`src/rtl/nsrs_pkg.sv`:
```
// nsrs_pkg: shared constants and types for the nearest-seek request scheduler
// field widths, opcodes, status codes and the slot memory word layout
// no dependencies
package nsrs_pkg;

    localparam int unsigned POS_W    = 48;
    localparam int unsigned LEN_W    = 16;
    localparam int unsigned TAG_W    = 16;
    localparam int unsigned AGE_W    = 16;
    localparam int unsigned STATUS_W = 2;

    localparam logic OP_INSERT   = 1'b0;
    localparam logic OP_DISPATCH = 1'b1;

    localparam logic [STATUS_W-1:0] STATUS_INSERTED   = 2'd0;
    localparam logic [STATUS_W-1:0] STATUS_FULL       = 2'd1;
    localparam logic [STATUS_W-1:0] STATUS_DISPATCHED = 2'd2;
    localparam logic [STATUS_W-1:0] STATUS_EMPTY      = 2'd3;

    typedef struct packed {
        logic             valid;
        logic             is_lower;
        logic [POS_W-1:0] position;
        logic [LEN_W-1:0] length;
        logic [TAG_W-1:0] tag;
        logic [AGE_W-1:0] age;
    } slot_t;

endpackage

```
`src/rtl/nsrs_if.sv`:
```
// nsrs_req_if / nsrs_rsp_if: valid/ready channels of the request scheduler
// one word per handshake; widths come from nsrs_pkg
interface nsrs_req_if;
    logic                       valid;
    logic                       ready;
    logic                       opcode;
    logic [nsrs_pkg::TAG_W-1:0] request_tag;
    logic [nsrs_pkg::POS_W-1:0] request_position;
    logic [nsrs_pkg::LEN_W-1:0] request_length;

    modport source (output valid, opcode, request_tag, request_position, request_length,
                    input ready);
    modport sink   (input valid, opcode, request_tag, request_position, request_length,
                    output ready);
endinterface

interface nsrs_rsp_if;
    logic                          valid;
    logic                          ready;
    logic [nsrs_pkg::STATUS_W-1:0] status;
    logic [nsrs_pkg::TAG_W-1:0]    out_tag;
    logic [nsrs_pkg::POS_W-1:0]    out_position;
    logic [nsrs_pkg::LEN_W-1:0]    out_length;

    modport source (output valid, status, out_tag, out_position, out_length,
                    input ready);
    modport sink   (input valid, status, out_tag, out_position, out_length,
                    output ready);
endinterface

```
`src/rtl/nearest_seek_request_scheduler.sv`:
```
// nearest_seek_request_scheduler: greedy nearest-seek disk request queue
// uses nsrs_pkg, nsrs_req_if, nsrs_rsp_if and nsrs_ram
//
// Every request word (insert or dispatch) returns exactly one response word. The
// queue lives in a QUEUE_DEPTH-entry slot memory that is swept one entry per cycle:
// an insert looks for the lowest free slot, a dispatch finds the nearest higher and
// nearest lower request, then the chosen slot is written back. Each word sweeps
// the whole slot memory through its single read port, and the next word is not
// accepted until the previous one has finished. After reset the block clears
// every entry of the slot memory before it accepts a word. A
// finished response waits in an output register, so the next word can be accepted
// while the previous response is still unclaimed.
module nearest_seek_request_scheduler #(
    parameter int unsigned QUEUE_DEPTH = 32
) (
    input  logic          clk,
    input  logic          rst_n,
    nsrs_req_if.sink      req,
    nsrs_rsp_if.source    rsp
);

    localparam int unsigned AW = $clog2(QUEUE_DEPTH);
    localparam logic [AW:0]   DEPTH_CNT = (AW+1)'(QUEUE_DEPTH);
    localparam logic [AW-1:0] LAST_IDX  = AW'(QUEUE_DEPTH - 1);
    localparam int unsigned POS_W = nsrs_pkg::POS_W;
    localparam int unsigned LEN_W = nsrs_pkg::LEN_W;
    localparam int unsigned TAG_W = nsrs_pkg::TAG_W;
    localparam int unsigned AGE_W = nsrs_pkg::AGE_W;
    localparam int unsigned SW    = nsrs_pkg::STATUS_W;

    typedef enum logic [2:0] {
        ST_CLEAR,
        ST_IDLE,
        ST_SCAN,
        ST_EVAL,
        ST_PICK,
        ST_FINISH
    } state_t;

    // control
    state_t            state_reg, state_next;
    logic [AW:0]       cnt_reg, cnt_next;
    logic              rvalid_reg, rvalid_next;
    logic [AW-1:0]     ridx_reg, ridx_next;
    logic              out_valid_reg, out_valid_next;
    logic [AGE_W-1:0]  arr_reg, arr_next;
    logic [POS_W-1:0]  head_reg, head_next;
    logic              free_found_reg, free_found_next;
    logic              hi_found_reg, hi_found_next;
    logic              lo_found_reg, lo_found_next;

    // payload
    logic              op_reg, op_next;
    logic [TAG_W-1:0]  tag_reg, tag_next;
    logic [POS_W-1:0]  pos_reg, pos_next;
    logic [LEN_W-1:0]  len_reg, len_next;
    logic [AW-1:0]     free_idx_reg, free_idx_next;
    logic [POS_W-1:0]  hi_pos_reg, hi_pos_next;
    logic [LEN_W-1:0]  hi_len_reg, hi_len_next;
    logic [TAG_W-1:0]  hi_tag_reg, hi_tag_next;
    logic [AGE_W-1:0]  hi_wait_reg, hi_wait_next;
    logic [AW-1:0]     hi_idx_reg, hi_idx_next;
    logic [POS_W-1:0]  lo_pos_reg, lo_pos_next;
    logic [LEN_W-1:0]  lo_len_reg, lo_len_next;
    logic [TAG_W-1:0]  lo_tag_reg, lo_tag_next;
    logic [AGE_W-1:0]  lo_wait_reg, lo_wait_next;
    logic [AW-1:0]     lo_idx_reg, lo_idx_next;
    logic signed [POS_W+1:0] up_reg, up_next;
    logic signed [POS_W+1:0] down_reg, down_next;
    logic [SW-1:0]     status_reg, status_next;
    logic [AW-1:0]     sel_idx_reg, sel_idx_next;
    logic [POS_W-1:0]  sel_pos_reg, sel_pos_next;
    logic [LEN_W-1:0]  sel_len_reg, sel_len_next;
    logic [TAG_W-1:0]  sel_tag_reg, sel_tag_next;
    logic [SW-1:0]     out_status_reg, out_status_next;
    logic [TAG_W-1:0]  out_tag_reg, out_tag_next;
    logic [POS_W-1:0]  out_pos_reg, out_pos_next;
    logic [LEN_W-1:0]  out_len_reg, out_len_next;

    // slot memory
    logic                  mem_we;
    logic [AW-1:0]         mem_waddr;
    nsrs_pkg::slot_t       mem_wdata;
    nsrs_pkg::slot_t       rd_slot;
    logic [$bits(nsrs_pkg::slot_t)-1:0] mem_rdata;

    logic                  accept;
    logic [AGE_W-1:0]      rd_wait;
    logic                  pick_lo;
    logic [POS_W:0]        head_sum;
    logic                  new_lower;

    nsrs_ram #(
        .WIDTH ($bits(nsrs_pkg::slot_t)),
        .DEPTH (QUEUE_DEPTH)
    ) u_slot_ram (
        .clk   (clk),
        .we    (mem_we),
        .waddr (mem_waddr),
        .wdata (mem_wdata),
        .raddr (cnt_reg[AW-1:0]),
        .rdata (mem_rdata)
    );

    assign rd_slot   = nsrs_pkg::slot_t'(mem_rdata);
    assign accept    = req.valid && req.ready;
    assign rd_wait   = arr_reg - rd_slot.age;
    assign pick_lo   = lo_found_reg && (!hi_found_reg || (up_reg > down_reg));
    assign head_sum  = {1'b0, sel_pos_reg} + (POS_W+1)'(sel_len_reg);
    assign new_lower = (head_reg != '0) && (head_reg > pos_reg);

    assign req.ready        = (state_reg == ST_IDLE);
    assign rsp.valid        = out_valid_reg;
    assign rsp.status       = out_status_reg;
    assign rsp.out_tag      = out_tag_reg;
    assign rsp.out_position = out_pos_reg;
    assign rsp.out_length   = out_len_reg;

    always_comb
    begin
        state_next      = state_reg;
        cnt_next        = cnt_reg;
        rvalid_next     = rvalid_reg;
        ridx_next       = ridx_reg;
        out_valid_next  = out_valid_reg;
        arr_next        = arr_reg;
        head_next       = head_reg;
        free_found_next = free_found_reg;
        hi_found_next   = hi_found_reg;
        lo_found_next   = lo_found_reg;
        op_next         = op_reg;
        tag_next        = tag_reg;
        pos_next        = pos_reg;
        len_next        = len_reg;
        free_idx_next   = free_idx_reg;
        hi_pos_next     = hi_pos_reg;
        hi_len_next     = hi_len_reg;
        hi_tag_next     = hi_tag_reg;
        hi_wait_next    = hi_wait_reg;
        hi_idx_next     = hi_idx_reg;
        lo_pos_next     = lo_pos_reg;
        lo_len_next     = lo_len_reg;
        lo_tag_next     = lo_tag_reg;
        lo_wait_next    = lo_wait_reg;
        lo_idx_next     = lo_idx_reg;
        up_next         = up_reg;
        down_next       = down_reg;
        status_next     = status_reg;
        sel_idx_next    = sel_idx_reg;
        sel_pos_next    = sel_pos_reg;
        sel_len_next    = sel_len_reg;
        sel_tag_next    = sel_tag_reg;
        out_status_next = out_status_reg;
        out_tag_next    = out_tag_reg;
        out_pos_next    = out_pos_reg;
        out_len_next    = out_len_reg;
        mem_we          = 1'b0;
        mem_waddr       = cnt_reg[AW-1:0];
        mem_wdata       = '0;

        if (rsp.ready)
        begin
            out_valid_next = 1'b0;
        end

        case (state_reg)
            ST_CLEAR:
            begin
                mem_we = 1'b1;
                if (cnt_reg[AW-1:0] == LAST_IDX)
                begin
                    cnt_next   = '0;
                    state_next = ST_IDLE;
                end
                else
                begin
                    cnt_next = cnt_reg + 1'b1;
                end
            end
            ST_IDLE:
            begin
                if (accept)
                begin
                    op_next         = req.opcode;
                    tag_next        = req.request_tag;
                    pos_next        = req.request_position;
                    len_next        = req.request_length;
                    cnt_next        = '0;
                    rvalid_next     = 1'b0;
                    free_found_next = 1'b0;
                    hi_found_next   = 1'b0;
                    lo_found_next   = 1'b0;
                    state_next      = ST_SCAN;
                end
            end
            ST_SCAN:
            begin
                rvalid_next = (cnt_reg != DEPTH_CNT);
                ridx_next   = cnt_reg[AW-1:0];
                if (cnt_reg != DEPTH_CNT)
                begin
                    cnt_next = cnt_reg + 1'b1;
                end
                if (rvalid_reg)
                begin
                    if (op_reg == nsrs_pkg::OP_INSERT)
                    begin
                        if (!rd_slot.valid && !free_found_reg)
                        begin
                            free_found_next = 1'b1;
                            free_idx_next   = ridx_reg;
                        end
                    end
                    else if (rd_slot.valid)
                    begin
                        if (rd_slot.is_lower)
                        begin
                            // nearest below: highest sector, oldest on a tie
                            if (!lo_found_reg || (rd_slot.position > lo_pos_reg) ||
                                ((rd_slot.position == lo_pos_reg) && (rd_wait > lo_wait_reg)))
                            begin
                                lo_found_next = 1'b1;
                                lo_pos_next   = rd_slot.position;
                                lo_len_next   = rd_slot.length;
                                lo_tag_next   = rd_slot.tag;
                                lo_wait_next  = rd_wait;
                                lo_idx_next   = ridx_reg;
                            end
                        end
                        else
                        begin
                            // nearest above: lowest sector, oldest on a tie
                            if (!hi_found_reg || (rd_slot.position < hi_pos_reg) ||
                                ((rd_slot.position == hi_pos_reg) && (rd_wait > hi_wait_reg)))
                            begin
                                hi_found_next = 1'b1;
                                hi_pos_next   = rd_slot.position;
                                hi_len_next   = rd_slot.length;
                                hi_tag_next   = rd_slot.tag;
                                hi_wait_next  = rd_wait;
                                hi_idx_next   = ridx_reg;
                            end
                        end
                    end
                    if (ridx_reg == LAST_IDX)
                    begin
                        state_next = ST_EVAL;
                    end
                end
            end
            ST_EVAL:
            begin
                up_next    = $signed({2'b00, hi_pos_reg}) - $signed({2'b00, head_reg});
                down_next  = $signed({2'b00, head_reg}) - $signed({2'b00, lo_pos_reg});
                state_next = ST_PICK;
            end
            ST_PICK:
            begin
                if (op_reg == nsrs_pkg::OP_INSERT)
                begin
                    status_next  = free_found_reg ? nsrs_pkg::STATUS_INSERTED
                                                  : nsrs_pkg::STATUS_FULL;
                    sel_idx_next = free_idx_reg;
                end
                else
                begin
                    status_next  = (hi_found_reg || lo_found_reg) ? nsrs_pkg::STATUS_DISPATCHED
                                                                  : nsrs_pkg::STATUS_EMPTY;
                    sel_idx_next = pick_lo ? lo_idx_reg : hi_idx_reg;
                    sel_pos_next = pick_lo ? lo_pos_reg : hi_pos_reg;
                    sel_len_next = pick_lo ? lo_len_reg : hi_len_reg;
                    sel_tag_next = pick_lo ? lo_tag_reg : hi_tag_reg;
                end
                state_next = ST_FINISH;
            end
            ST_FINISH:
            begin
                mem_waddr = sel_idx_reg;
                if (!out_valid_reg || rsp.ready)
                begin
                    out_valid_next  = 1'b1;
                    out_status_next = status_reg;
                    if (status_reg == nsrs_pkg::STATUS_DISPATCHED)
                    begin
                        out_tag_next = sel_tag_reg;
                        out_pos_next = sel_pos_reg;
                        out_len_next = sel_len_reg;
                        mem_we       = 1'b1;
                        head_next    = head_sum[POS_W] ? '1 : head_sum[POS_W-1:0];
                    end
                    else
                    begin
                        out_tag_next = '0;
                        out_pos_next = '0;
                        out_len_next = '0;
                    end
                    if (status_reg == nsrs_pkg::STATUS_INSERTED)
                    begin
                        mem_we             = 1'b1;
                        mem_wdata.valid    = 1'b1;
                        mem_wdata.is_lower = new_lower;
                        mem_wdata.position = pos_reg;
                        mem_wdata.length   = len_reg;
                        mem_wdata.tag      = tag_reg;
                        mem_wdata.age      = arr_reg;
                        arr_next           = arr_reg + 1'b1;
                    end
                    state_next = ST_IDLE;
                end
            end
            default:
            begin
                cnt_next   = '0;
                state_next = ST_CLEAR;
            end
        endcase
    end

    always_ff @(posedge clk or negedge rst_n)
    begin
        if (!rst_n)
        begin
            state_reg      <= ST_CLEAR;
            cnt_reg        <= '0;
            rvalid_reg     <= 1'b0;
            ridx_reg       <= '0;
            out_valid_reg  <= 1'b0;
            arr_reg        <= '0;
            head_reg       <= '0;
            free_found_reg <= 1'b0;
            hi_found_reg   <= 1'b0;
            lo_found_reg   <= 1'b0;
            op_reg         <= 1'b0;
            tag_reg        <= '0;
            pos_reg        <= '0;
            len_reg        <= '0;
            free_idx_reg   <= '0;
            hi_pos_reg     <= '0;
            hi_len_reg     <= '0;
            hi_tag_reg     <= '0;
            hi_wait_reg    <= '0;
            hi_idx_reg     <= '0;
            lo_pos_reg     <= '0;
            lo_len_reg     <= '0;
            lo_tag_reg     <= '0;
            lo_wait_reg    <= '0;
            lo_idx_reg     <= '0;
            up_reg         <= '0;
            down_reg       <= '0;
            status_reg     <= '0;
            sel_idx_reg    <= '0;
            sel_pos_reg    <= '0;
            sel_len_reg    <= '0;
            sel_tag_reg    <= '0;
            out_status_reg <= '0;
            out_tag_reg    <= '0;
            out_pos_reg    <= '0;
            out_len_reg    <= '0;
        end
        else
        begin
            state_reg      <= state_next;
            cnt_reg        <= cnt_next;
            rvalid_reg     <= rvalid_next;
            ridx_reg       <= ridx_next;
            out_valid_reg  <= out_valid_next;
            arr_reg        <= arr_next;
            head_reg       <= head_next;
            free_found_reg <= free_found_next;
            hi_found_reg   <= hi_found_next;
            lo_found_reg   <= lo_found_next;
            op_reg         <= op_next;
            tag_reg        <= tag_next;
            pos_reg        <= pos_next;
            len_reg        <= len_next;
            free_idx_reg   <= free_idx_next;
            hi_pos_reg     <= hi_pos_next;
            hi_len_reg     <= hi_len_next;
            hi_tag_reg     <= hi_tag_next;
            hi_wait_reg    <= hi_wait_next;
            hi_idx_reg     <= hi_idx_next;
            lo_pos_reg     <= lo_pos_next;
            lo_len_reg     <= lo_len_next;
            lo_tag_reg     <= lo_tag_next;
            lo_wait_reg    <= lo_wait_next;
            lo_idx_reg     <= lo_idx_next;
            up_reg         <= up_next;
            down_reg       <= down_next;
            status_reg     <= status_next;
            sel_idx_reg    <= sel_idx_next;
            sel_pos_reg    <= sel_pos_next;
            sel_len_reg    <= sel_len_next;
            sel_tag_reg    <= sel_tag_next;
            out_status_reg <= out_status_next;
            out_tag_reg    <= out_tag_next;
            out_pos_reg    <= out_pos_next;
            out_len_reg    <= out_len_next;
        end
    end

`ifndef ASSERT_OFF
    a_non_dispatch_zero: assert property (@(posedge clk) disable iff (!rst_n)
        (rsp.valid && (rsp.status != nsrs_pkg::STATUS_DISPATCHED)) |->
        ((rsp.out_tag == '0) && (rsp.out_position == '0) && (rsp.out_length == '0)))
        else $error("non-dispatch response carries a nonzero payload");

    a_mem_write_phase: assert property (@(posedge clk) disable iff (!rst_n)
        mem_we |-> ((state_reg == ST_CLEAR) || (state_reg == ST_FINISH)))
        else $error("slot memory written outside clear or write back");

    a_head_move: assert property (@(posedge clk) disable iff (!rst_n)
        (head_reg != $past(head_reg)) |->
        (($past(state_reg) == ST_FINISH) &&
         ($past(status_reg) == nsrs_pkg::STATUS_DISPATCHED)))
        else $error("head moved without a dispatch");

    a_accept_scan: assert property (@(posedge clk) disable iff (!rst_n)
        (req.valid && req.ready) |=> (state_reg == ST_SCAN))
        else $error("accepted word did not start a slot sweep");
`endif

endmodule

```
`src/rtl/nsrs_ram.sv`:
```
// nsrs_ram: generic single-write, single-read RAM with registered read data
// no dependencies
module nsrs_ram #(
    parameter int unsigned WIDTH = 8,
    parameter int unsigned DEPTH = 32
) (
    input  logic                     clk,
    input  logic                     we,
    input  logic [$clog2(DEPTH)-1:0] waddr,
    input  logic [WIDTH-1:0]         wdata,
    input  logic [$clog2(DEPTH)-1:0] raddr,
    output logic [WIDTH-1:0]         rdata
);

    logic [WIDTH-1:0] mem_reg [DEPTH];
    logic [WIDTH-1:0] rdata_reg;

    always_ff @(posedge clk)
    begin
        if (we)
        begin
            mem_reg[waddr] <= wdata;
        end
        rdata_reg <= mem_reg[raddr];
    end

    assign rdata = rdata_reg;

endmodule

```
`src/flat_wrapper.sv`:
```
// flat-port wrapper written by rule: the top's interface ports become plain ports
module nearest_seek_request_scheduler_flat 
#(
    parameter int unsigned QUEUE_DEPTH = 32
)
  (clk, rst_n, req_valid, req_opcode, req_request_tag, req_request_position, req_request_length, req_ready, rsp_valid, rsp_status, rsp_out_tag, rsp_out_position, rsp_out_length, rsp_ready);
  nsrs_req_if req_i ();
  nsrs_rsp_if rsp_i ();
  input  logic clk;
  input  logic rst_n;
  input wire logic [$bits(req_i.valid)-1:0] req_valid;
  input wire logic [$bits(req_i.opcode)-1:0] req_opcode;
  input wire logic [$bits(req_i.request_tag)-1:0] req_request_tag;
  input wire logic [$bits(req_i.request_position)-1:0] req_request_position;
  input wire logic [$bits(req_i.request_length)-1:0] req_request_length;
  output wire logic [$bits(req_i.ready)-1:0] req_ready;
  output wire logic [$bits(rsp_i.valid)-1:0] rsp_valid;
  output wire logic [$bits(rsp_i.status)-1:0] rsp_status;
  output wire logic [$bits(rsp_i.out_tag)-1:0] rsp_out_tag;
  output wire logic [$bits(rsp_i.out_position)-1:0] rsp_out_position;
  output wire logic [$bits(rsp_i.out_length)-1:0] rsp_out_length;
  input wire logic [$bits(rsp_i.ready)-1:0] rsp_ready;
  assign req_i.valid = req_valid;
  assign req_i.opcode = req_opcode;
  assign req_i.request_tag = req_request_tag;
  assign req_i.request_position = req_request_position;
  assign req_i.request_length = req_request_length;
  assign req_ready = req_i.ready;
  assign rsp_valid = rsp_i.valid;
  assign rsp_status = rsp_i.status;
  assign rsp_out_tag = rsp_i.out_tag;
  assign rsp_out_position = rsp_i.out_position;
  assign rsp_out_length = rsp_i.out_length;
  assign rsp_i.ready = rsp_ready;
  nearest_seek_request_scheduler #(.QUEUE_DEPTH(QUEUE_DEPTH)) u_core (.clk(clk), .rst_n(rst_n), .req(req_i), .rsp(rsp_i));
endmodule
```
`config.mk`:
```
export PLATFORM = sky130hd
export DESIGN_NAME = nearest_seek_request_scheduler_flat
export DESIGN_NICKNAME = d
export VERILOG_FILES = /design/src/rtl/nsrs_pkg.sv /design/src/rtl/nsrs_if.sv /design/src/rtl/nearest_seek_request_scheduler.sv /design/src/rtl/nsrs_ram.sv /design/src/flat_wrapper.sv
export SDC_FILE = /design/constraint.sdc
export NUM_CORES = 2
export LEC_CHECK = 0
export ABC_AREA = 1
export BUFFER_PORTS_ARGS = -buffer_cell sky130_fd_sc_hd__buf_2
export CORE_MARGIN = 3
export CORE_UTILIZATION = 53
export DETAILED_ROUTE_END_ITERATION = 8
export HOLD_SLACK_MARGIN = 0.03
export MAX_ROUTING_LAYER = met4
export PLACE_DENSITY_LB_ADDON = 0.08
export SYNTH_ARGS = -nofsm -noshare
export SYNTH_HDL_FRONTEND = slang
export SYNTH_SLANG_ARGS = --single-unit
```
`constraint.sdc`:
```
create_clock -name clk -period 5.8 [get_ports clk]
set_input_delay 0.58 -clock clk [delete_from_list [all_inputs] [get_ports clk]]
set_output_delay 0.58 -clock clk [all_outputs]
set_load 0.02 [all_outputs]
```
==> results.py <==
metrics = {
    "global_routing": {
        "first_global_vias": 113000,
        "first_pass_grt_wire_length_um": 813000,
        "track_usage": 0.365,
        "antenna_violations_before_repair": 38,
        "globalRouteOverflowTotal": 0,
        "grt_start_max_net_pins": 202,
    },
    "floorplanning": {
        "initial_utilization": 0.533,
        "die_w_um": 561,
        "io-pin-count": 169,
        "core_region_area_sq_um": 306000,
        "die-height_um": 561,
        "floorplan.die_area_sq_um": 315000,
        "placement_rows": 203,
    },
    "synthesis": {
        "yosys_most_used_dff": "sky130_fd_sc_hd__edfxtp_1",
        "synth_area_per_cell_sq_um": 11.4,
        "synthesized_netlist_net_count": 14700,
        "most_area_consuming_cells_after_synthesis": "sky130_fd_sc_hd__edfxtp_1 (58%), sky130_fd_sc_hd__dfrtp_1 (9.8%), sky130_fd_sc_hd__o21ai_0 (7.0%)",
        "synth_async_sr_flop_share": 0.165,
        "count_of_mapped_cells_out_of_synthesis": 14300,
        "netlist-cell-type-count": 55,
        "yosysSeqAreaShare": 0.687,
        "synth_enable_flop_cells": 3136,
        "postSynthRegisterBits": 3872,
        "yosys_warnings": 0,
        "mapped_cell_area_sq_um": 163000,
        "netlist.area_leader.share": 0.577,
        "synth_top_cell_by_area": "sky130_fd_sc_hd__edfxtp_1",
    },
    "clock_tree": {
        "worst_setup_hold_path_clk_slew_ps": 60,
        "cts_repair_resize_count": 0,
        "cts.hold.buffers_added": 77,
        "clock_tree.buffer_depth": 4,
        "clock_tree_from_tritoncts": "built",
        "cts_setup_buffers": 0,
        "ctsRootBufferMaster": "sky130_fd_sc_hd__clkbuf_16",
        "clock_insertion_delay_worst_skew_ps": 970,
        "htree_num_levels": 5,
        "numClockSinks": 3872,
        "cts_buffers": 402,
    },
    "setup_path": {
        "worst-r2r-setup-slack_ps": 1210,
        "critPathLaunch": "u_core.arr_reg[2]",
        "startpoint_type": "register",
        "worst_r2r_endpoint": "u_core.hi_pos_reg[34]",
        "rr_worst_depth": 20,
        "critPathRequiredTime_ps": 6600,
        "worst_ep_arrival_time_ps": 5390,
        "critical_path_class": "register to register",
        "timing.rr.start": "u_core.arr_reg[2]",
        "worst-path-max-fanout": 32,
        "end_kind": "register",
    },
    "outcome": {
        "outcome": "finished clean",
    },
    "hold_path": {
        "timing.hold.worst.start": "req_request_position[19]",
        "timing.hold.worst_path_depth": 3,
        "timing.hold.worst_endpoint": "u_core.pos_reg[19]",
        "hold_removal_path_class": "input port to register",
    },
    "timing": {
        "fin_worst_skew_ps": 101,
        "layout_worst_path_cycle_share": 0.792,
        "finalHoldViolations": 0,
        "minimum_hold_slack_ps": 169,
        "finalSetupViolations": 0,
        "grt_setup_unrepaired": "no",
        "timing.final.crit_period_ps": 4590,
        "fin_tns_setup_ps": 0,
        "layout_setup_ws_ps": 1210,
        "timing.final.max_slew_violations": 0,
        "fmaxAchievable_mhz": 218,
        "relSlewSlack": 0.0789,
        "worst-slew-pin-transition_ps": 1380,
    },
    "layout": {
        "layout.cells.non_filler": 18800,
        "multi_input_comb_area_sq_um": 45300,
        "syn_to_final_growth_pct": 12.5,
        "final_layout_size_suffix_gt1_frac": 0.0821,
        "largest_register_ffs": 3136,
        "n_fill_cell": 24400,
        "area_taken_by_flip_flops_and_latches_sq_um": 112000,
        "final_nets": 14800,
    },
    "job": {
        "timing.max_cap.violations": 0,
    },
    "pwr": {
        "power_leakage_uw": 0.0632,
        "max-vdd-ir-drop_uv": 350,
        "power.density_cell_area_nw_per_um2": 504,
    },
    "route": {
        "via_total_after_detailed_routing": 119000,
        "drt-wirelength-per-cell_um": 30.3,
        "drc_errors": 0,
        "viasPerCell": 6.32,
        "initialDrtViolationCount": 16800,
        "drtPass1Iterations": 6,
        "ant_nets": 0,
        "routed_wirelength_um": 571000,
    },
    "place": {
        "globalplace.congestion": 0.968,
        "place_ws_ps": 1330,
        "place_inst": 18000,
        "place.detailed.hpwl_um": 333000,
        "placement.io_buffers": 168,
    },
}
[kinds of logic (layout without fill, tap and decap cells)]
logic type	after synthesis	after routing	synth area share
other	0	40	0
adders and majority gates	360	360	0.0278
and+or+nand+nor	4535	4535	0.113
AOI/OAI and AO/OA	3744	3744	0.129
DFF	3872	3872	0.687
xor gates and xnor gates	88	88	0.00472
buffers and inverters	1671	2091	0.0392
[placed cells by master, fill, tap and decap left out, types with 83 or more instances in the layout]
| cell | instances |
|---|---|
| sky130_fd_sc_hd__o21ai_0 | 2274 |
| sky130_fd_sc_hd__buf_4 | 194 |
| sky130_fd_sc_hd__dfrtp_1 | 633 |
| sky130_fd_sc_hd__nor2_2 | 83 |
| sky130_fd_sc_hd__a31oi_1 | 115 |
| sky130_fd_sc_hd__nand4_1 | 186 |
| sky130_fd_sc_hd__a21oi_1 | 311 |
| sky130_fd_sc_hd__ha_1 | 356 |
| sky130_fd_sc_hd__clkinv_2 | 88 |
| sky130_fd_sc_hd__buf_2 | 167 |
| sky130_fd_sc_hd__nand3_1 | 388 |
| sky130_fd_sc_hd__clkbuf_16 | 409 |
| sky130_fd_sc_hd__inv_1 | 813 |
| sky130_fd_sc_hd__nor2_1 | 2050 |
| sky130_fd_sc_hd__edfxtp_1 | 3136 |
| sky130_fd_sc_hd__o221ai_1 | 232 |
| sky130_fd_sc_hd__o22ai_1 | 558 |
| sky130_fd_sc_hd__nand2_1 | 1619 |
| sky130_fd_sc_hd__dfxtp_1 | 98 |
[worst max-delay path by stage]
stage	endpoint	slack, ps	cells after the start
detailed placement	u_core.hi_pos_reg[47]	1330	20
floorplan	u_core.u_slot_ram.mem_reg[0][0]	-370	10
CTS	u_core.hi_pos_reg[34]	1270	20
finish	u_core.hi_pos_reg[34]	1210	20
global placement	u_core.sel_len_reg[0]	20	17
global route	u_core.hi_pos_reg[45]	770	20
[stage by stage]
step                      cell area [sq um]   util  power [uW]
final                                184000  0.600       92600
after global routing                 184000  0.600       96800
after CTS                            183000  0.599       92300
after detailed placement             170000  0.554       66600
after global placement               169000  0.554       66300
after floorplan                      163000      -       53200
[metal layers]
| metal | routed length [um] | GRT usage |
|---|---|---|
| met5 | 0 | - |
| met4 | 25500 | 0.137 |
| met3 | 58000 | 0.0619 |
| met2 | 259000 | 0.548 |
| met1 | 228000 | 0.505 |
[layout make-up]
cell class / count / share of cell area
Inverter: 831 / 0.0172
Clock buffer: 504 / 0.0585
Multi-Input combinational cell: 8727 / 0.247
Antenna cell: 40 / 0.000545
Clock inverter: 241 / 0.0132
Tap cell: 4100 / 0.0279
Sequential cell: 3872 / 0.611
Timing Repair Buffer: 515 / 0.0250
[cells in the mapped netlist, types with 31 or more instances]
| cell | number |
|---|---|
| sky130_fd_sc_hd__nand4_1 | 186 |
| sky130_fd_sc_hd__edfxtp_1 | 3136 |
| sky130_fd_sc_hd__nand2_1 | 1621 |
| sky130_fd_sc_hd__a221oi_1 | 31 |
| sky130_fd_sc_hd__dfxtp_1 | 98 |
| sky130_fd_sc_hd__o21ai_0 | 2278 |
| sky130_fd_sc_hd__o21ai_1 | 43 |
| sky130_fd_sc_hd__nor2_1 | 2167 |
| sky130_fd_sc_hd__nand3_1 | 389 |
| sky130_fd_sc_hd__xor2_1 | 60 |
| sky130_fd_sc_hd__clkbuf_1 | 712 |
| sky130_fd_sc_hd__o211ai_1 | 46 |
| sky130_fd_sc_hd__a31oi_1 | 116 |
| sky130_fd_sc_hd__nor3_1 | 72 |
| sky130_fd_sc_hd__nor4_1 | 35 |
| sky130_fd_sc_hd__o22ai_1 | 558 |
| sky130_fd_sc_hd__a21oi_1 | 312 |
| sky130_fd_sc_hd__dfrtp_1 | 638 |
| sky130_fd_sc_hd__ha_1 | 356 |
| sky130_fd_sc_hd__o221ai_1 | 232 |
| sky130_fd_sc_hd__buf_2 | 90 |
| sky130_fd_sc_hd__buf_1 | 35 |
| sky130_fd_sc_hd__inv_1 | 817 |
[report_power, final]
part,leakage [uW],internal [uW],switching [uW],total [uW]
registers,0.0345,33100,2540,35700
logic,0.0223,8390,22700,31100
clock network,0.00644,14800,11000,25800
[critical path, cell delays in order (launching register included)]
cell                      delay, ps
sky130_fd_sc_hd__dfrtp_1        420
sky130_fd_sc_hd__ha_1           350
sky130_fd_sc_hd__a21oi_1        190
sky130_fd_sc_hd__o21ai_0        170
sky130_fd_sc_hd__nand3_1        110
sky130_fd_sc_hd__nand4_1        210
sky130_fd_sc_hd__a31oi_1        250
sky130_fd_sc_hd__xor2_1         100
sky130_fd_sc_hd__buf_4          160
sky130_fd_sc_hd__ha_1           310
sky130_fd_sc_hd__nand2_1         60
sky130_fd_sc_hd__nor4_1         400
sky130_fd_sc_hd__nand3_1        170
sky130_fd_sc_hd__nand3_1        100
sky130_fd_sc_hd__nor3_1          50
sky130_fd_sc_hd__a21oi_1        240
sky130_fd_sc_hd__nand2_4        100
sky130_fd_sc_hd__nand3_4        370
sky130_fd_sc_hd__buf_4          510
sky130_fd_sc_hd__nand2_1        100
sky130_fd_sc_hd__nand2_1         80
Power figures use the tool's default switching activity.
